==> src/hdl/arpc_pkg.sv <==
// Shared types and constants of the ARP responder and address cache.
// No dependencies.
package arpc_pkg;

  localparam int CACHE_DEPTH_DEF = 64;
  localparam int SLOT_W          = 6;
  localparam int CNT_W           = 7;
  localparam int CFG_IDX_W       = 2;
  localparam int CFG_DATA_W      = 48;

  localparam logic [10:0] ARP_MIN_LEN = 11'd42;
  localparam logic [15:0] HTYPE_ETH   = 16'h0001;
  localparam logic [15:0] PTYPE_IPV4  = 16'h0800;
  localparam logic [7:0]  HLEN_ETH    = 8'd6;
  localparam logic [7:0]  PLEN_IPV4   = 8'd4;
  localparam logic [15:0] OP_REQUEST  = 16'h0001;
  localparam logic [15:0] OP_REPLY    = 16'h0002;

  localparam logic [1:0] KIND_FRAME  = 2'd0;
  localparam logic [1:0] KIND_LOOKUP = 2'd1;
  localparam logic [1:0] KIND_READ   = 2'd2;

  localparam logic [CFG_IDX_W-1:0] CFG_OWN_MAC = 2'd0;
  localparam logic [CFG_IDX_W-1:0] CFG_OWN_IP  = 2'd1;

  typedef struct packed {
    logic [1:0]  kind;
    logic [10:0] frame_length;
    logic [15:0] hw_type;
    logic [15:0] proto_type;
    logic [7:0]  hw_len;
    logic [7:0]  proto_len;
    logic [15:0] operation;
    logic [47:0] sender_mac;
    logic [31:0] sender_ip;
    logic [31:0] target_ip;
    logic [31:0] query_ip;
    logic [5:0]  entry_index;
  } arpc_in_t;

  typedef struct packed {
    logic              reply_send;
    logic [47:0]       reply_target_mac;
    logic [31:0]       reply_target_ip;
    logic              learned;
    logic              dropped_full;
    logic              hit;
    logic [47:0]       entry_mac;
    logic [31:0]       entry_ip;
    logic [SLOT_W-1:0] found_index;
    logic [CNT_W-1:0]  entry_count;
  } arpc_out_t;

  // Search word that travels down the row of cache cells.
  typedef struct packed {
    logic              vld;
    logic              is_read;
    logic              hit;
    logic [31:0]       query_ip;
    logic [SLOT_W-1:0] read_idx;
    logic [47:0]       mac;
    logic [31:0]       ip;
    logic [SLOT_W-1:0] fidx;
  } arpc_tok_t;

  // Append request broadcast to the cells.
  typedef struct packed {
    logic        en;
    logic [47:0] mac;
    logic [31:0] ip;
  } arpc_wr_t;

endpackage

==> src/hdl/arpc_ctrl.sv <==
// Sequencer: configuration registers, frame checks, fill count, search
// launch and the result register. Depends on arpc_pkg.
module arpc_ctrl
  import arpc_pkg::*;
#(
  parameter int CACHE_DEPTH = CACHE_DEPTH_DEF,
  parameter int CW          = 7
) (
  input  logic                  clk,
  input  logic                  rst_n,
  input  logic                  in_valid,
  output logic                  in_ready,
  input  arpc_in_t              in_word,
  output logic                  out_valid,
  input  logic                  out_ready,
  output arpc_out_t             out_word,
  input  logic                  cfg_valid,
  output logic                  cfg_ready,
  input  logic [CFG_IDX_W-1:0]  cfg_index,
  input  logic [CFG_DATA_W-1:0] cfg_data,
  output logic [CW-1:0]         fill_count,
  output arpc_wr_t              wr,
  output arpc_tok_t             tok_head,
  input  arpc_tok_t             tok_tail
);

  localparam logic ST_IDLE = 1'b0;
  localparam logic ST_SCAN = 1'b1;

  logic          state_r, state_nxt;
  logic [47:0]   own_mac_r;
  logic [31:0]   own_ip_r;
  logic [CW-1:0] fill_r, fill_nxt;
  logic          out_valid_r, out_valid_nxt;
  arpc_out_t     out_r, out_nxt;
  logic          acc;
  logic          is_frame, is_search;
  logic          frame_ok, learn, full;

  assign in_ready  = (state_r == ST_IDLE) && (!out_valid_r || out_ready);
  assign acc       = in_valid && in_ready;
  assign cfg_ready = 1'b1;

  assign is_frame  = (in_word.kind == KIND_FRAME);
  assign is_search = (in_word.kind == KIND_LOOKUP) || (in_word.kind == KIND_READ);
  assign full      = (fill_r == CW'(CACHE_DEPTH));

  assign frame_ok = (in_word.frame_length >= ARP_MIN_LEN)
                 && (in_word.hw_type == HTYPE_ETH)
                 && (in_word.proto_type == PTYPE_IPV4)
                 && (in_word.hw_len == HLEN_ETH)
                 && (in_word.proto_len == PLEN_IPV4)
                 && (in_word.target_ip == own_ip_r);

  assign learn = acc && is_frame && frame_ok && (in_word.operation == OP_REPLY) && !full;

  assign wr.en  = learn;
  assign wr.mac = in_word.sender_mac;
  assign wr.ip  = in_word.sender_ip;

  always_comb begin
    tok_head          = '0;
    tok_head.vld      = acc && is_search;
    tok_head.is_read  = (in_word.kind == KIND_READ);
    tok_head.query_ip = in_word.query_ip;
    tok_head.read_idx = in_word.entry_index;
  end

  always_comb begin
    state_nxt     = state_r;
    fill_nxt      = fill_r;
    out_nxt       = out_r;
    out_valid_nxt = out_valid_r && !out_ready;
    if (learn) begin
      fill_nxt = fill_r + CW'(1);
    end
    unique case (state_r)
      ST_IDLE: begin
        if (acc) begin
          if (is_search) begin
            state_nxt = ST_SCAN;
          end else begin
            out_nxt             = '0;
            out_valid_nxt       = 1'b1;
            out_nxt.entry_count = CNT_W'(fill_nxt);
            if (is_frame && frame_ok) begin
              if (in_word.operation == OP_REQUEST) begin
                out_nxt.reply_send       = 1'b1;
                out_nxt.reply_target_mac = in_word.sender_mac;
                out_nxt.reply_target_ip  = in_word.sender_ip;
              end else if (in_word.operation == OP_REPLY) begin
                out_nxt.learned      = !full;
                out_nxt.dropped_full = full;
              end
            end
          end
        end
      end
      ST_SCAN: begin
        if (tok_tail.vld) begin
          state_nxt           = ST_IDLE;
          out_valid_nxt       = 1'b1;
          out_nxt             = '0;
          out_nxt.hit         = tok_tail.hit;
          out_nxt.entry_mac   = tok_tail.mac;
          out_nxt.entry_ip    = tok_tail.ip;
          out_nxt.found_index = tok_tail.fidx;
          out_nxt.entry_count = CNT_W'(fill_r);
        end
      end
      default: state_nxt = ST_IDLE;
    endcase
  end

  always_ff @(posedge clk) begin
    if (!rst_n) begin
      state_r     <= ST_IDLE;
      fill_r      <= '0;
      out_valid_r <= 1'b0;
      own_mac_r   <= '0;
      own_ip_r    <= '0;
    end else begin
      state_r     <= state_nxt;
      fill_r      <= fill_nxt;
      out_valid_r <= out_valid_nxt;
      if (cfg_valid && cfg_ready) begin
        if (cfg_index == CFG_OWN_MAC) begin
          own_mac_r <= cfg_data[47:0];
        end else if (cfg_index == CFG_OWN_IP) begin
          own_ip_r <= cfg_data[31:0];
        end
      end
    end
  end

  always_ff @(posedge clk) begin
    out_r <= out_nxt;
  end

  assign out_valid  = out_valid_r;
  assign out_word   = out_r;
  assign fill_count = fill_r;

endmodule

==> config.mk <==
export PLATFORM = sky130hd
export DESIGN_NAME = arpc_ctrl
export DESIGN_NICKNAME = d
export VERILOG_FILES = /design/src/hdl/arpc_pkg.sv /design/src/hdl/arpc_ctrl.sv
export SDC_FILE = /design/constraint.sdc
export NUM_CORES = 1
export LEC_CHECK = 0
export ABC_AREA = 1
export BUFFER_PORTS_ARGS = -buffer_cell sky130_fd_sc_hd__buf_2
export CAP_MARGIN = 10
export CORE_AREA = 10 10 306 308
export CTS_BUF_LIST = sky130_fd_sc_hd__clkbuf_4 sky130_fd_sc_hd__clkbuf_8
export DETAILED_ROUTE_END_ITERATION = 8
export DIE_AREA = 0 0 316 318
export PLACE_DENSITY_LB_ADDON = 0.1
export SETUP_SLACK_MARGIN = 0.3
export SLEW_MARGIN = 10
export SYNTH_ARGS = -nofsm -noshare
export SYNTH_HDL_FRONTEND = slang
export SYNTH_SLANG_ARGS = --single-unit
==> constraint.sdc <==
create_clock -name clk -period 6.95 [get_ports clk]
set_clock_uncertainty 0.05 [all_clocks]
set_input_delay 1.0425 -clock clk [delete_from_list [all_inputs] [get_ports clk]]
set_output_delay 1.0425 -clock clk [all_outputs]
set_load 0.02 [all_outputs]
==> out/results.md <==
• finished, final reports clean — run status
• 2.49 mW — internal power contribution
• 0.127 — initial cell density of the core
• 0.0151 mm^2 — final instance area
• 0 — number of violations of the max-capacitance limit
• 398 — initial drt markers
• 0 — Final Hold Violating Endpoints
• 0.333 — tightest slew margin relative to the limit
• 8 — worst r2r path cells
• 0 — number of nets still failing antenna checks after routing
• 3 — largest buffer count on any clock path
• 0.62 ns — clock latency at the later pin of the worst-skew pair
• 3.14 — number of vias per cell after detailed routing
• 3.17 ns — arrival time of the worst setup path
• 0.0877 mm^2 — Floorplan Core Area
• 0.108 mV — worst-case vdd ir drop
• done — CTS tree
• 4.26 ns — Final Critical Period
• 4 — 1st-pass router iterations
• 583 — number of port buffers
• 0.614 — share of the clock period used by the worst path
• 47600 um — post-detailed-routing wire length
• 7.78 nW — leakage power
• 0.00266 mm^2 — area occupied by multi-input gates
• 9.12 um^2 — post-synthesis area per instance
• in_word[225] — source of the critical timing path
• 3.76 ns — worst setup slack for register-to-register paths
• 316 um — Die Wd
• 0.0112 mm^2 — post-synthesis cell area
• 318 um — Chip Height
• 9144 — via count
• 0 — total grt overflow
• 5.86 ns — Worst Path Required
• output port — type of destination of the critical path
• 0 — PostCTS Resize Cnt
• 2 — H-tree depth reported by CTS
• 0 — detailed-route DRC error count
• 0.0883 — gr usage total
• 0 — Synth Warn #
• out_word[2]$_DFFE_PP_ — reg-to-reg endpoint
• 241 mW/mm^2 — power density over the cells
• 0.0142 mm^2 — area after detailed placement
• 0 — number of buffers added to fix hold violations after cts
• 0.315 — switching portion of total power
• 66000 um — wire length of the first global-routing pass
• 0.05 ns — post-CTS clock slew at the launch and capture registers of the worst setup and hold paths
• 7 — number of antenna violations at the first check in global routing
• 48 — clock buffer count from CTS
• sky130_fd_sc_hd__clkbuf_8 — CTS root buffer
• 1223 — Synth Instances
• out_valid$_SDFF_PN0_ — startpoint of the worst register-to-register path
• 0.737 — routability cong.
• no — RSZ-0062 raised after global routing
• 0 — max-slew violation count
• 16.3 um — Avg WL per Cell
• 0.550 — Seq/Total Area, Yosys
• wr[80] — crit path to
• 10 — maximum fanout count along the critical path
• 93 — largest net degree at the start of global routing
• 0 — setup violators final
• 0.00614 mm^2 — combined flip-flop and latch cell area
• 1.15 mW — net load switching power
• 0.100 mm^2 — die area
• 0.396 — share of power burned in the clock network
• 1.00 ns — slew at the pin closest to its max-slew limit
• 0.431 — sequential fraction of design power
• 0.173 — Comb power frac
• 109 — Site Rows
• 9878 — number of global-route vias before repair
• flip-flop to flip-flop — worst min-delay path category
• input pin to output port — Crit Path Category
• 0 — post-CTS setup buffers
• 10078 — FILL cells
• 37800 um — Post-DP HPWL
• 0.417 — layout cells sized above 1
• 0.418 ns — hold slack
• 0.235 GHz — maximum clock frequency
• 218 — total of flip-flops plus latches after synthesis
• 35.5% — P&R area growth vs syn
• 804 — number of placed I/O pins
• 29 — count of unique library cells instantiated by Yosys
• 2127 — Final #Nets
• input pin — CP startpoint kind
• 0 ns — post-route setup TNS
• 218 — total number of clock tree sinks
-- routing by layer --
metal	global-route usage	wire [um]	vias up
met5	0	49	-
met4	0.0295	1380	6
met3	0.0359	5010	103
met2	0.156	23000	466
met1	0.0938	18200	4150
li1	-	-	4419
-- layout make-up --
class | instances | area share
clock inverters | 18 | 0.00745
inverters | 257 | 0.0643
repair buffers | 590 | 0.197
flip-flops and latches | 218 | 0.406
well taps | 1165 | 0.0965
clock buffers | 65 | 0.0526
diodes | 3 | 0.000497
multi-input cells | 599 | 0.176
-- cells in the final DEF, fill, tap and decap left out --
cell,count
sky130_fd_sc_hd__a21oi_1,28
sky130_fd_sc_hd__and3_1,2
sky130_fd_sc_hd__buf_2,583
sky130_fd_sc_hd__buf_4,7
sky130_fd_sc_hd__bufinv_16,1
sky130_fd_sc_hd__clkbuf_4,16
sky130_fd_sc_hd__clkbuf_8,49
sky130_fd_sc_hd__clkinv_1,12
sky130_fd_sc_hd__clkinv_2,3
sky130_fd_sc_hd__conb_1,88
sky130_fd_sc_hd__dfxtp_1,40
sky130_fd_sc_hd__dfxtp_4,1
sky130_fd_sc_hd__diode_2,3
sky130_fd_sc_hd__edfxtp_1,177
sky130_fd_sc_hd__ha_1,4
sky130_fd_sc_hd__inv_1,256
sky130_fd_sc_hd__inv_8,3
sky130_fd_sc_hd__nand2_1,216
sky130_fd_sc_hd__nand3_1,9
sky130_fd_sc_hd__nand3_4,1
sky130_fd_sc_hd__nand3b_1,1
sky130_fd_sc_hd__nand4_1,13
sky130_fd_sc_hd__nor2_1,120
sky130_fd_sc_hd__nor2_2,60
sky130_fd_sc_hd__nor2_4,1
sky130_fd_sc_hd__nor3_1,6
sky130_fd_sc_hd__nor3_2,1
sky130_fd_sc_hd__nor3b_1,1
sky130_fd_sc_hd__nor4_1,1
sky130_fd_sc_hd__o21a_1,1
sky130_fd_sc_hd__o21ai_0,35
sky130_fd_sc_hd__o21ai_1,1
sky130_fd_sc_hd__or2_2,2
sky130_fd_sc_hd__xnor2_1,7
sky130_fd_sc_hd__xor2_1,1
-- cells in the mapped netlist --
cell type | number | share of area
sky130_fd_sc_hd__a21oi_1 | 28 | 0.013
sky130_fd_sc_hd__and3_1 | 2 | 0.0011
sky130_fd_sc_hd__buf_2 | 2 | 0.00090
sky130_fd_sc_hd__buf_4 | 207 | 0.14
sky130_fd_sc_hd__buf_6 | 8 | 0.0081
sky130_fd_sc_hd__clkbuf_1 | 18 | 0.0061
sky130_fd_sc_hd__conb_1 | 2 | 0.00067
sky130_fd_sc_hd__dfxtp_1 | 41 | 0.074
sky130_fd_sc_hd__edfxtp_1 | 177 | 0.48
sky130_fd_sc_hd__ha_1 | 4 | 0.0045
sky130_fd_sc_hd__inv_1 | 257 | 0.086
sky130_fd_sc_hd__nand2_1 | 216 | 0.073
sky130_fd_sc_hd__nand3_1 | 9 | 0.0040
sky130_fd_sc_hd__nand3_4 | 1 | 0.0016
sky130_fd_sc_hd__nand3b_1 | 1 | 0.00067
sky130_fd_sc_hd__nand4_1 | 13 | 0.0073
sky130_fd_sc_hd__nor2_1 | 120 | 0.040
sky130_fd_sc_hd__nor2_2 | 60 | 0.034
sky130_fd_sc_hd__nor2_4 | 1 | 0.0010
sky130_fd_sc_hd__nor3_1 | 6 | 0.0027
sky130_fd_sc_hd__nor3_2 | 1 | 0.00090
sky130_fd_sc_hd__nor3b_1 | 1 | 0.00067
sky130_fd_sc_hd__nor4_1 | 1 | 0.00056
sky130_fd_sc_hd__o21a_1 | 1 | 0.00067
sky130_fd_sc_hd__o21ai_0 | 35 | 0.016
sky130_fd_sc_hd__o21ai_1 | 1 | 0.00045
sky130_fd_sc_hd__or2_2 | 2 | 0.0011
sky130_fd_sc_hd__xnor2_1 | 7 | 0.0055
sky130_fd_sc_hd__xor2_1 | 1 | 0.00079
-- metrics by stage --
stage,power (mW),util,setup WS [ns],instances
after detailed placement,2.25,0.162,2.49,2829
after global placement,2.25,0.162,2.45,2829
final,3.64,0.172,2.69,2915
after CTS,3.77,0.172,2.48,2912
after floorplan,2.05,-,1.13,1309
after global routing,3.87,0.172,2.41,2913
-- sequential cells by signal, summed over array words and instances (netlist names) --
name,cells
out_word,177
state_r,1
own_ip_r,32
out_valid,1
fill_count,7
-- worst min path at each step --
stage	from	endpoint	slack [ns]	cells after the start
global placement	own_ip_r[5]$_SDFFE_PN0P_	own_ip_r[5]$_SDFFE_PN0P_	0.40	2
floorplan	own_ip_r[31]$_SDFFE_PN0P_	own_ip_r[31]$_SDFFE_PN0P_	0.39	2
CTS	own_ip_r[29]$_SDFFE_PN0P_	own_ip_r[29]$_SDFFE_PN0P_	0.42	2
detailed placement	own_ip_r[29]$_SDFFE_PN0P_	own_ip_r[29]$_SDFFE_PN0P_	0.41	2
global route	own_ip_r[19]$_SDFFE_PN0P_	own_ip_r[19]$_SDFFE_PN0P_	0.44	2
finish	own_ip_r[9]$_SDFFE_PN0P_	own_ip_r[9]$_SDFFE_PN0P_	0.42	2
-- power by group through the flow --
stage / Combinational (mW) / Clock (mW) / Sequential (mW)
6_report: 0.631 / 1.44 / 1.57
5_1_grt: 0.695 / 1.59 / 1.58
2_1_floorplan: 0.310 / 0 / 1.74
4_1_cts: 0.655 / 1.54 / 1.57
3_3_place_gp: 0.657 / 0 / 1.59
3_5_place_dp: 0.653 / 0 / 1.60
-- critical path: stages --
cell and delay [ns]:
sky130_fd_sc_hd__buf_2 0.10, sky130_fd_sc_hd__inv_1 0.19, sky130_fd_sc_hd__ha_1 0.31, sky130_fd_sc_hd__nand4_1 0.12
sky130_fd_sc_hd__nor2_1 0.11, sky130_fd_sc_hd__nand2_1 0.06, sky130_fd_sc_hd__nor2_1 0.24, sky130_fd_sc_hd__nand2_1 0.19
sky130_fd_sc_hd__nor2_4 0.29, sky130_fd_sc_hd__nand2_1 0.15, sky130_fd_sc_hd__inv_1 0.16, sky130_fd_sc_hd__buf_2 0.19
-- logic make-up after synthesis --
logic type      count (synthesis)  share of synthesized area
xor+xnor                        8                    0.00628
buf+inv                       492                      0.241
fa+ha+maj                       4                    0.00449
flops                         218                      0.550
simple gates                  434                      0.168
compound gates                 65                     0.0294
other cells                     2                   0.000673
(Power assumes the default switching activity.)
