File: src/hdl/arpc_pkg.sv
// Shared types and constants of the ARP responder and address cache.
// No dependencies.
package arpc_pkg;

  localparam int CACHE_DEPTH_DEF = 64;
  localparam int SLOT_W          = 6;
  localparam int CNT_W           = 7;
  localparam int CFG_IDX_W       = 2;
  localparam int CFG_DATA_W      = 48;

  localparam logic [10:0] ARP_MIN_LEN = 11'd42;
  localparam logic [15:0] HTYPE_ETH   = 16'h0001;
  localparam logic [15:0] PTYPE_IPV4  = 16'h0800;
  localparam logic [7:0]  HLEN_ETH    = 8'd6;
  localparam logic [7:0]  PLEN_IPV4   = 8'd4;
  localparam logic [15:0] OP_REQUEST  = 16'h0001;
  localparam logic [15:0] OP_REPLY    = 16'h0002;

  localparam logic [1:0] KIND_FRAME  = 2'd0;
  localparam logic [1:0] KIND_LOOKUP = 2'd1;
  localparam logic [1:0] KIND_READ   = 2'd2;

  localparam logic [CFG_IDX_W-1:0] CFG_OWN_MAC = 2'd0;
  localparam logic [CFG_IDX_W-1:0] CFG_OWN_IP  = 2'd1;

  typedef struct packed {
    logic [1:0]  kind;
    logic [10:0] frame_length;
    logic [15:0] hw_type;
    logic [15:0] proto_type;
    logic [7:0]  hw_len;
    logic [7:0]  proto_len;
    logic [15:0] operation;
    logic [47:0] sender_mac;
    logic [31:0] sender_ip;
    logic [31:0] target_ip;
    logic [31:0] query_ip;
    logic [5:0]  entry_index;
  } arpc_in_t;

  typedef struct packed {
    logic              reply_send;
    logic [47:0]       reply_target_mac;
    logic [31:0]       reply_target_ip;
    logic              learned;
    logic              dropped_full;
    logic              hit;
    logic [47:0]       entry_mac;
    logic [31:0]       entry_ip;
    logic [SLOT_W-1:0] found_index;
    logic [CNT_W-1:0]  entry_count;
  } arpc_out_t;

  // Search word that travels down the row of cache cells.
  typedef struct packed {
    logic              vld;
    logic              is_read;
    logic              hit;
    logic [31:0]       query_ip;
    logic [SLOT_W-1:0] read_idx;
    logic [47:0]       mac;
    logic [31:0]       ip;
    logic [SLOT_W-1:0] fidx;
  } arpc_tok_t;

  // Append request broadcast to the cells.
  typedef struct packed {
    logic        en;
    logic [47:0] mac;
    logic [31:0] ip;
  } arpc_wr_t;

endpackage

File: src/hdl/arpc_cell.sv
// One cache slot: holds one MAC/IP pair and passes the search word on.
// Depends on arpc_pkg.
module arpc_cell
  import arpc_pkg::*;
#(
  parameter int SLOT = 0,
  parameter int CW   = 7
) (
  input  logic          clk,
  input  logic          rst_n,
  input  logic [CW-1:0] fill_count,
  input  arpc_wr_t      wr,
  input  arpc_tok_t     tok_in,
  output arpc_tok_t     tok_out
);

  localparam int          SLOT_U    = SLOT;
  localparam logic        IDX_REACH = (SLOT < (1 << SLOT_W));
  localparam logic [SLOT_W-1:0] SLOT_IDX = SLOT_U[SLOT_W-1:0];

  logic [47:0] mac_r;
  logic [31:0] ip_r;
  arpc_tok_t   tok_r;
  arpc_tok_t   tok_nxt;
  logic        live;
  logic        match;

  assign live = (fill_count > CW'(SLOT));

  always_comb begin
    match = 1'b0;
    if (tok_in.vld && !tok_in.hit && live) begin
      if (tok_in.is_read) begin
        match = IDX_REACH && (tok_in.read_idx == SLOT_IDX);
      end else begin
        match = (ip_r == tok_in.query_ip);
      end
    end
    tok_nxt = tok_in;
    if (match) begin
      tok_nxt.hit  = 1'b1;
      tok_nxt.mac  = mac_r;
      tok_nxt.ip   = ip_r;
      tok_nxt.fidx = SLOT_IDX;
    end
  end

  always_ff @(posedge clk) begin
    if (wr.en && (fill_count == CW'(SLOT))) begin
      mac_r <= wr.mac;
      ip_r  <= wr.ip;
    end
  end

  always_ff @(posedge clk) begin
    if (!rst_n) begin
      tok_r <= '0;
    end else begin
      tok_r <= tok_nxt;
    end
  end

  assign tok_out = tok_r;

endmodule

File: config.mk
export PLATFORM = sky130hd
export DESIGN_NAME = arpc_cell
export DESIGN_NICKNAME = d
export VERILOG_FILES = /design/src/hdl/arpc_pkg.sv /design/src/hdl/arpc_cell.sv
export SDC_FILE = /design/constraint.sdc
export NUM_CORES = 1
export LEC_CHECK = 0
export ABC_AREA = 1
export BUFFER_PORTS_ARGS = -buffer_cell sky130_fd_sc_hd__buf_2
export CAP_MARGIN = 20
export CORE_ASPECT_RATIO = 1.5
export CORE_MARGIN = 10
export CORE_UTILIZATION = 47
export CTS_CLUSTER_DIAMETER = 200
export CTS_CLUSTER_SIZE = 40
export DETAILED_ROUTE_END_ITERATION = 8
export PLACE_DENSITY_LB_ADDON = 0.2
export SYNTH_ARGS = -nofsm -noshare
export SYNTH_HDL_FRONTEND = slang
export SYNTH_SLANG_ARGS = --single-unit
export TNS_END_PERCENT = 20
File: constraint.sdc
create_clock -name clk -period 9.6 [get_ports clk]
set_input_delay 0 -clock clk [delete_from_list [all_inputs] [get_ports clk]]
set_output_delay 0 -clock clk [all_outputs]
set_load 0.01 [all_outputs]
==> summary.txt, run 1 <==
Synthesis
  • Yosys warning count: 0
  • Largest family of logic cells by synthesized area: simple AND/OR/NAND/NOR gates
  • Post-Syn Nets: 1062
  • Post-synthesis register bit count: 207
  • Cell variety after synth: 21
  • Post-Syn Instances: 845
  • Mapped Area: 7760 um^2
  • Post-Synth XOR/XNOR Area: 2.93%
  • Adder-cell area share of the yosys netlist: 0%
  • Synth Area per Inst: 9.19 um^2
  • Post-synthesis sequential area ratio: 63.7%
  • Post-synthesis compound-gate area fraction: 5.46%
  • Simple logic cell fraction of the synthesized area: 18.2%
  • Mux share of post-synthesis cell area: 0%

Detailed routing
  • DR WL/cell: 17.2 um
  • Vias per std cell: 4.70
  • Drt drc: 0
  • Vias: 7488
  • 1st-iter DRT viols: 478
  • Post-Route WL: 27.3 mm
  • Detailed Routing Iterations Pass 1: 5
  • Antenna Violating Nets Remaining: 0

Timing
  • Worst slew pin tran: 0.838 ns
  • TNS Setup: 0 ns
  • Final Skew: 0.0481 ns
  • Period utilisation layout: 31.2%
  • Rel. slew slack: 44.1%
  • Period minus WS final: 3.00 ns
  • Max Clk Rate: 334 MHz
  • Worst setup margin: 6.60 ns
  • Final Max Slew Viols: 0
  • RSZ-0062 raised after global routing: false
  • Final setup viols: 0
  • Final hold vios: 0

GRT
  • Global-route wire length before repair: 41.9 mm
  • Vias in the first global route: 7865
  • GRT Overall Usage: 23.3%
  • Initial antenna violation count: 8
  • Global route overflow: 0
  • Maximum number of pins on one net before global-route repair: 86

Setup path
  • CP arrival: 3.37 ns
  • WS Path Type: flip-flop to flip-flop
  • Worst Setup End Kind: flip-flop
  • Critical Path Fanout Max: 85
  • Startpoint Class: flip-flop
  • R2R Path End: tok_out[67]$_SDFF_PN0_
  • R2r worst-path depth: 11
  • Critical Path End: tok_out[67]$_SDFF_PN0_
  • R2r setup slk: 6.60 ns
  • Crit path launch: ip_r[0]$_DFFE_PP_
  • Worst R2R Start: ip_r[0]$_DFFE_PP_
  • Crit path required time: 9.98 ns

Flow run
  • Max Cap Violations: 0

Clock network
  • H-tree levels: 1
  • Clk_lat worst skew: 0.48 ns
  • Clk buf depth: 3
  • Post-CTS Repair Setup Buffers: 0
  • Hold-fix buffers at CTS: 220
  • Post-cts resize count: 0
  • Clock Root Buffer: clkbuf_16
  • Reg clk slew, reported paths: 0.14 ns
  • Clock sink count: 207
  • TritonCTS Buffers: 9
  • CTS tree: built

Die
  • DIE WIDTH: 125 um
  • Die H: 177 um
  • DIE AREA: 22200 um^2
  • Placement Rows: 57
  • Number of I/O pins: 344
  • CORE AREA: 16200 um^2
  • Starting Density: 48.0%

Placed design
  • GP Congestion: 0.808
  • Place WS: 6.73 ns
  • HPWL Detailed: 17.1 mm
  • Count of input and output buffers: 343

Worst hold path
  • Worst hold path type: input pin to flip-flop

Status
  • Status: complete, no violations

Pwr
  • Peak VDD IR: 0.208 mV
  • Leakage power total: 6.02 nW
  • PwrDens: 138 nW/um^2
  • Pwr Total: 1.67 mW

Layout
  • Filler cells: 1047
  • Layout area overhead: 55.1%
  • Final nets: 1594
  • Layout cell share with drive strength beyond 1: 26.4%
==> synth_stat cells <==
master,n,area share [%]
a21boi_0,1,0.097
a21oi_1,80,5.2
a21oi_2,1,0.11
buf_1,1,0.048
buf_2,24,1.5
buf_4,9,0.87
buf_6,1,0.15
clkbuf_1,13,0.63
dfxtp_1,127,33
edfxtp_1,80,31
inv_1,132,6.4
inv_2,2,0.097
nand2_1,164,7.9
nand2_2,1,0.081
nand3_1,80,5.2
nor2_1,99,4.8
nor3b_1,1,0.097
nor4_1,1,0.081
o21bai_1,1,0.097
or3_1,1,0.081
xnor2_1,26,2.9
==> layout make-up <==
type	count	area [um^2]	share of cell area [%]
Tap cell	206	258	2.14
Multi-Input combinational cell	456	2080	17.3
Clock inverter	1	30.0	0.249
Clock buffer	12	236	1.96
Sequential cell	207	4940	41.1
Antenna cell	8	20.0	0.166
Inverter	134	503	4.18
Timing Repair Buffer	569	3970	32.9
==> critical path, stage by stage, from the launching register on <==
cell and delay, ns:
edfxtp_1 0.44, xnor2_1 0.20, nand2_1 0.08, nor2_1 0.11, nand2_1 0.09, nor2_1 0.09, nand2_1 0.08, nand2_4 0.58
buf_4 0.79, nand3_1 0.21, nand2_1 0.14, nor2_1 0.08
==> layout by cell type, fill, tap and decap left out <==
master,instances
buf_2,342
dlygate4sd3_1,220
nand2_1,164
inv_1,132
dfxtp_1,127
nor2_1,99
a21oi_1,80
nand3_1,80
edfxtp_1,80
xnor2_1,26
clkbuf_16,9
diode_2,8
buf_4,7
clkbuf_1,3
inv_2,2
or3_1,1
nor3b_2,1
nand2_4,1
nor4_1,1
o21bai_1,1
a21oi_4,1
a21boi_0,1
clkinv_16,1
==> per-layer routing <==
| layer | track usage, % | wire, um |
|---|---|---|
| met5 | 0 | 0 |
| met4 | 8.57 | 911 |
| met3 | 6.12 | 2110 |
| met2 | 44.5 | 14700 |
| met1 | 23.8 | 9570 |
==> worst min path at each step <==
stage / startpoint / end / slack (ns) / cells past startpoint
2_1_floorplan: tok_in[100] / tok_out[100]$_SDFF_PN0_ / 0.09 / 2
3_3_place_gp: wr[50] / mac_r[18]$_DFFE_PP_ / 0.18 / 1
3_5_place_dp: wr[13] / ip_r[13]$_DFFE_PP_ / 0.18 / 1
4_1_cts: rst_n / tok_out[114]$_SDFF_PN0_ / 0.00006 / 3
5_1_grt: rst_n / tok_out[121]$_SDFF_PN0_ / 0.02 / 3
6_report: rst_n / tok_out[126]$_SDFF_PN0_ / 0.02 / 3
==> report_power, final <==
| group | switching [mW] | internal (mW) |
|---|---|---|
| clock | 0.271 | 0.182 |
| sequential | 0.00836 | 0.943 |
| combinational | 0.125 | 0.137 |
==> registers in the layout, indices dropped and copies added (netlist names) <==
name	flops
ip_r	32
mac_r	48
tok_out	127
==> cells by family (layout without fill, tap and decap cells) <==
family	after synthesis	after routing
buf+inv	182	716
flops	207	207
simple gates	347	347
other cells	0	8
xor+xnor	26	26
compound gates	83	83
==> metrics by stage <==
stage          hold slack [ns]  util, %  area (um^2)  std cells
6_report                0.0195     74.4        12000       1593
5_1_grt                 0.0243     74.4        12000       1593
4_1_cts              0.0000586     74.3        12000       1585
3_5_place_dp             0.178     59.0         9550       1352
3_3_place_gp             0.176     59.0         9550       1352
2_1_floorplan           0.0935        -         7760        845
(Power assumes the default switching activity.)
==> run 2: changes to the inputs <==
==> constraint.sdc (replaced) <==
create_clock -name clk -period 2.88 [get_ports clk]
set_input_delay 0 -clock clk [delete_from_list [all_inputs] [get_ports clk]]
set_output_delay 0 -clock clk [all_outputs]
set_load 0.01 [all_outputs]
==> summary.txt, run 2 (synthesis gave the netlist of run 1 again) <==
Layout
  • Layout cell share with drive strength beyond 1: 26.7% (+0.32 points)
  • Final nets: 1581 (-0.82%)
  • Final instance area: 12000 um^2 (-0.68%)
  • Number of flip-flops in the largest register: 127 (unchanged)
  • Multi-input logic area: 2090 um^2 (+0.54%)
  • Leading cell type in the layout, fill and taps excluded: buf_2
  • Register area: 4940 um^2 (unchanged)
  • Commonest cells after routing, fill and taps aside: 342 x buf_2, 207 x dlygate4sd3_1, 164 x nand2_1, 132 x inv_1, 127 x dfxtp_1
  • Filler cells: 1072 (+2.4%)
  • Layout area overhead: 54.0%

Setup path
  • R2r setup slk: 0.64 ns (-5.97 ns)
  • Most frequent CP cell: nand2_1
  • Crit path required time: 3.27 ns (-6.71 ns)
  • R2r worst-path depth: 11 (unchanged)
  • Startpoint Class: flip-flop
  • CP arrival: 2.63 ns (-0.74 ns)
  • R2R Path End: tok_out[46]$_SDFF_PN0_
  • Worst R2R Start: ip_r[6]$_DFFE_PP_
  • Critical Path End: tok_out[46]$_SDFF_PN0_
  • Largest stage delay, worst path: 0.45 ns (-0.34 ns)
  • Worst path slowest cell: edfxtp_1
  • WP buf/inv: 1 (unchanged)
  • Cell depth of the worst setup path: 11 (unchanged)
  • WS Path Type: flip-flop to flip-flop
  • Critical path's top delay family: simple AND/OR/NAND/NOR gates
  • Worst Setup End Kind: flip-flop
  • Critical-path cell list: xnor2_1, nand2_1, nor2_1, nand2_1, nor2_1, nand2_1, nand2_4, buf_12, nand3_1, nand2_1, nor2_1
  • Crit path launch: ip_r[6]$_DFFE_PP_
  • Critical Path Fanout Max: 60 (-29%)

Timing
  • Final Skew: 0.0526 ns (+0.00446 ns)
  • Rel. slew slack: 45.9% (+1.7 points)
  • Worst slew pin tran: 0.812 ns (-0.0261 ns)
  • TNS Setup: 0 ns (unchanged)
  • Final setup viols: 0 (unchanged)
  • Max Clk Rate: 446 MHz (+34%)
  • Period utilisation layout: 77.9% (+47 points)
  • RSZ-0062 raised after global routing: false
  • Period minus WS final: 2.24 ns (-0.754 ns)
  • Final hold vios: 0 (unchanged)
  • Final Max Slew Viols: 0 (unchanged)

Die
  • DIE AREA: 22200 um^2 (unchanged)
  • Number of I/O pins: 344 (unchanged)
  • Placement Rows: 57 (unchanged)
  • CORE AREA: 16200 um^2 (unchanged)
  • Starting Density: 48.0% (unchanged)
  • DIE WIDTH: 125 um (unchanged)
  • Die H: 177 um (unchanged)

GRT
  • Global route overflow: 0 (unchanged)
  • GRT Overall Usage: 23.0% (-0.34 points)
  • Vias in the first global route: 7814 (-0.65%)
  • Global-route wire length before repair: 41.4 mm (-1.2%)
  • Maximum number of pins on one net before global-route repair: 162 (+88%)
  • Initial antenna violation count: 3 (-5)

Detailed routing
  • Detailed Routing Iterations Pass 1: 5 (unchanged)
  • Drt drc: 0 (unchanged)
  • Antenna Violating Nets Remaining: 0 (unchanged)
  • Post-Route WL: 27.3 mm (about the same)
  • DR WL/cell: 17.4 um (+1.2%)
  • 1st-iter DRT viols: 649 (+36%)
  • Vias: 7479 (-0.12%)
  • Vias per std cell: 4.75 (+1.0%)

Clock network
  • Post-CTS Repair Setup Buffers: 0 (unchanged)
  • Clock sink count: 207 (unchanged)
  • Reg clk slew, reported paths: 0.14 ns (about the same)
  • Clk buf depth: 3 (unchanged)
  • H-tree levels: 1 (unchanged)
  • CTS tree: built
  • Clk_lat worst skew: 0.49 ns (about the same)
  • Clock Root Buffer: clkbuf_16
  • Post-cts resize count: 0 (unchanged)
  • TritonCTS Buffers: 9 (unchanged)

Placed design
  • GP Congestion: 0.816 (+1.0%)
  • Count of input and output buffers: 343 (unchanged)
  • Dpl cell area: 9610 um^2 (+0.64%)
  • HPWL Detailed: 17.1 mm (-0.48%)

Flow run
  • Max Cap Violations: 0 (unchanged)

Status
  • Status: complete, no violations

Worst hold path
  • Worst hold path type: input pin to flip-flop

Pwr
  • Leakage power total: 6.01 nW (-0.26%)
  • PwrDens: 464 nW/um^2 (+240%)
  • Peak VDD IR: 0.655 mV (+220%)
==> run 2: worst register-to-register path: stages, from the launching register on <==
cell	delay, ns
edfxtp_1	0.45
xnor2_1	0.19
nand2_1	0.07
nor2_1	0.13
nand2_1	0.09
nor2_1	0.09
nand2_1	0.09
nand2_4	0.40
buf_12	0.32
nand3_1	0.17
nand2_1	0.11
nor2_1	0.05
==> run 2: final cells by class <==
type	count	area share (%)
repair buffers	556	32.5
multi-input cells	456	17.5
inverters	134	4.21
diodes	3	0.0628
clock inverters	1	0.251
well taps	206	2.16
flip-flops and latches	207	41.3
clock buffers	12	1.98
==> run 2: timing repair <==
item	in CTS	in global routing
setup endpoints to repair	0	0
hold buffers	207	0
endpoints found under the hold margin	207	0
==> run 2: per-stage QoR <==
step / utilization, % / total power, mW / setup WS, ns / hold WS, ns / std cells
floorplan: - / 3.53 / -0.0306 / 0.0935 / 845
global placement: 59.4 / 3.84 / 0.726 / 0.176 / 1352
detailed placement: 59.4 / 3.85 / 0.723 / 0.178 / 1352
CTS: 73.8 / 5.56 / 0.717 / 0.0253 / 1572
global route: 73.9 / 5.76 / 0.423 / 0.0459 / 1575
finish: 73.9 / 5.55 / 0.637 / 0.00915 / 1575
==> run 2: how the worst min path moves through the flow <==
stage	from	end	slack [ns]	cells after the start
detailed placement	wr[49]	mac_r[17]$_DFFE_PP_	0.18	1
floorplan	tok_in[100]	tok_out[100]$_SDFF_PN0_	0.09	2
finish	rst_n	tok_out[113]$_SDFF_PN0_	0.009	3
global placement	wr[6]	ip_r[6]$_DFFE_PP_	0.18	1
CTS	rst_n	tok_out[114]$_SDFF_PN0_	0.03	3
global route	rst_n	tok_out[118]$_SDFF_PN0_	0.05	3
==> run 2: routing by layer <==
layer  vias up  part of all wire (%)  global-route usage, %
met3        81                   8.0                   6.93
met2       322                    53                   42.5
li1       3654                     -                      -
met4         0                   4.8                   10.4
met5         -                     0                      0
met1      3422                    35                   23.2
==> run 2: where the power goes <==
| part | internal (mW) | switching (mW) |
|---|---|---|
| Clock | 0.606 | 0.906 |
| Sequential | 3.14 | 0.0286 |
| Combinational | 0.451 | 0.416 |
==> run 3: changes to the inputs <==
--- a/config.mk
+++ b/config.mk
@@ -10,7 +10,7 @@
 export CAP_MARGIN = 20
 export CORE_ASPECT_RATIO = 1.5
 export CORE_MARGIN = 10
-export CORE_UTILIZATION = 47
+export CORE_UTILIZATION = 43
 export CTS_CLUSTER_DIAMETER = 200
 export CTS_CLUSTER_SIZE = 40
 export DETAILED_ROUTE_END_ITERATION = 8
==> constraint.sdc (replaced) <==
create_clock -name clk -period 2 [get_ports clk]
set_input_delay 0 -clock clk [delete_from_list [all_inputs] [get_ports clk]]
set_output_delay 0 -clock clk [all_outputs]
set_load 0.01 [all_outputs]
==> summary.txt, run 3 (synthesis gave the netlist of run 1 again) <==
Placed design
  • Place WS: 0.114 ns (-0.609 ns)
  • Count of input and output buffers: 343 (unchanged)
  • GP Congestion: 0.829 (+1.6%)
  • Dpl cell area: 9780 um^2 (+1.7%)
  • HPWL Detailed: 17.6 mm (+3.2%)

Timing
  • RSZ-0062 raised after global routing: true
  • Period minus WS final: 1.89 ns (-0.356 ns)
  • TNS Setup: 0 ns (unchanged)
  • Final hold vios: 0 (unchanged)
  • Period utilisation layout: 94.3% (+16 points)
  • Rel. slew slack: 52.0% (+6.2 points)
  • Final Skew: 0.0485 ns (-0.00409 ns)
  • Final setup viols: 0 (unchanged)
  • Final Max Slew Viols: 0 (unchanged)
  • Worst setup margin: 0.113 ns (-0.524 ns)
  • Worst slew pin tran: 0.720 ns (-0.0923 ns)
  • Max Clk Rate: 530 MHz (+19%)

Layout
  • Number of flip-flops in the largest register: 127 (unchanged)
  • Layout area overhead: 59.4%
  • Filler cells: 1295 (+21%)
  • Register area: 4940 um^2 (unchanged)
  • Leading cell type in the layout, fill and taps excluded: buf_2
  • Commonest cells after routing, fill and taps aside: 342 x buf_2, 207 x dlygate4sd3_1, 162 x nand2_1, 131 x inv_1, 127 x dfxtp_1
  • Layout cell share with drive strength beyond 1: 28.7% (+2.0 points)
  • Fin util: 69.3% (-4.6 points)
  • Multi-input logic area: 2160 um^2 (+3.1%)
  • Final nets: 1603 (+1.4%)
  • Final instance area: 12400 um^2 (+3.5%)

GRT
  • Vias in the first global route: 7673 (-1.8%)
  • Initial antenna violation count: 2 (-1)
  • Global route overflow: 0 (unchanged)
  • GRT Overall Usage: 21.5% (-1.5 points)
  • Maximum number of pins on one net before global-route repair: 85 (-48%)
  • Global-route wire length before repair: 41.0 mm (-0.95%)

Setup path
  • Worst R2R Start: ip_r[7]$_DFFE_PP_
  • CP arrival: 2.28 ns (-0.35 ns)
  • Crit path required time: 2.39 ns (-0.88 ns)
  • Largest stage delay, worst path: 0.45 ns (about the same)
  • WS Path Type: flip-flop to flip-flop
  • Worst Setup End Kind: flip-flop
  • Worst path slowest cell: edfxtp_1
  • R2r worst-path depth: 12 (+1)
  • Critical-path cell list: xnor2_1, nand2_1, nor2_2, nand2_1, nor2_2, nand2_4, nand2_8, buf_12, clkbuf_16, nand3_1, nand2_1, nor2_1
  • Most frequent CP cell: nand2_1
  • R2R Path End: tok_out[10]$_SDFF_PN0_
  • Startpoint Class: flip-flop
  • Critical Path Fanout Max: 8 (-87%)
  • R2r setup slk: 0.11 ns (-0.52 ns)

Pwr
  • Seq pwr share: 56.7% (-0.4 points)
  • Internal: 6.11 mW (+45%)
  • Peak VDD IR: 0.817 mV (+25%)
  • Leakage power total: 6.21 nW (+3.4%)
  • Clock network fraction of total power: 26.9% (-0.3 points)
  • Pwr Total: 8.05 mW (+45%)
  • Gate power share: 16.4% (+0.8 points)
  • Net Sw Frac: 24.2% (-0.17 points)
  • PwrDens: 650 nW/um^2 (+40%)
  • Net Sw Power: 1.95 mW (+44%)

Detailed routing
  • Vias: 7464 (-0.20%)
  • Drt drc: 0 (unchanged)
  • Vias per std cell: 4.64 (-2.2%)
  • Post-Route WL: 27.9 mm (+2.0%)
  • Detailed Routing Iterations Pass 1: 5 (unchanged)
  • Antenna Violating Nets Remaining: 0 (unchanged)
  • DR WL/cell: 17.3 um (-0.12%)
  • 1st-iter DRT viols: 380 (-41%)

Die
  • Die H: 185 um (+4.0%)
  • Starting Density: 43.5% (-4.5 points)
  • Placement Rows: 60 (+5.3%)
  • DIE WIDTH: 130 um (+3.8%)
  • Number of I/O pins: 344 (unchanged)
  • DIE AREA: 23900 um^2 (+8.0%)
  • CORE AREA: 17900 um^2 (+10%)

Clock network
  • Clock Root Buffer: clkbuf_16
  • Reg clk slew, reported paths: 0.14 ns (about the same)
  • H-tree levels: 1 (unchanged)
  • Clk buf depth: 3 (unchanged)
  • CTS tree: built
  • TritonCTS Buffers: 9 (unchanged)
  • Clock sink count: 207 (unchanged)
  • Clk_lat worst skew: 0.48 ns (about the same)

Status
  • Status: complete, no violations

Flow run
  • Max Cap Violations: 0 (unchanged)

Worst hold path
  • Hold Crit Depth: 3 (unchanged)
  • Worst hold path type: input pin to flip-flop
  • Hold Crit Start: rst_n
  • Hold EP: tok_out[104]$_SDFF_PN0_
run 3: changes by cell type in the layout (fill, tap and decap cells not counted), sizes merged:
cell and delta:
buf +17, clkbuf +4, nand2 +1
run 3: worst max path at each step:
stage	endpoint	slack, ns	startpoint	depth (start not counted)
floorplan	ip_r[0]$_DFFE_PP_	-0.91	fill_count[5]	2
global placement	tok_out[74]$_SDFF_PN0_	0.13	ip_r[30]$_DFFE_PP_	11
detailed placement	tok_out[74]$_SDFF_PN0_	0.11	ip_r[30]$_DFFE_PP_	11
CTS	tok_out[13]$_SDFF_PN0_	0.04	ip_r[30]$_DFFE_PP_	11
global route	tok_out[74]$_SDFF_PN0_	-0.03	ip_r[5]$_DFFE_PP_	11
finish	tok_out[10]$_SDFF_PN0_	0.11	ip_r[7]$_DFFE_PP_	12
run 3: repair_timing:
action | 4_1_cts | 5_1_grt
resized for setup | 0 | 20
hold buffers | 207 | 0
endpoints found under the setup margin | 0 | 64
endpoints found under the hold margin | 207 | 0
buffers inserted | 0 | 3
run 3: per-stage QoR:
step	cells	hold slack, ns
detailed placement	1375	0.178
floorplan	845	0.0935
global placement	1375	0.177
global route	1607	0.0522
finish	1608	0.0281
CTS	1595	0.0502
run 3: worst max-delay path, delay by kind of cell (launching register included):
kind / cells / cell delay, ns
AND/OR/NAND/NOR: 9 / 0.91
flip-flops: 1 / 0.45
buffers and inverters: 2 / 0.29
XOR/XNOR: 1 / 0.16
run 3: power groups by stage:
stage,combinational (mW),clock [mW],sequential [mW]
after detailed placement,0.915,0,4.66
after floorplan,0.335,0,4.74
final,1.32,2.16,4.57
after CTS,1.25,2.23,4.57
after global placement,0.906,0,4.66
after global routing,1.44,2.35,4.59
run 3: metal layers:
layer	up-vias	global-route usage (%)	part of all wire, %
met5	-	0	0
met1	3403	22.4	35
met4	0	7.76	2.9
met3	53	6.10	8.1
li1	3705	-	-
met2	303	39.7	54
run 3: cell type report:
type	instances	share of cell area, %
Clock buffer	12	1.91
Multi-Input combinational cell	457	17.4
Antenna cell	3	0.0606
Clock inverter	1	0.243
Inverter	134	4.06
Sequential cell	207	39.9
Tap cell	217	2.19
Timing Repair Buffer	577	34.1
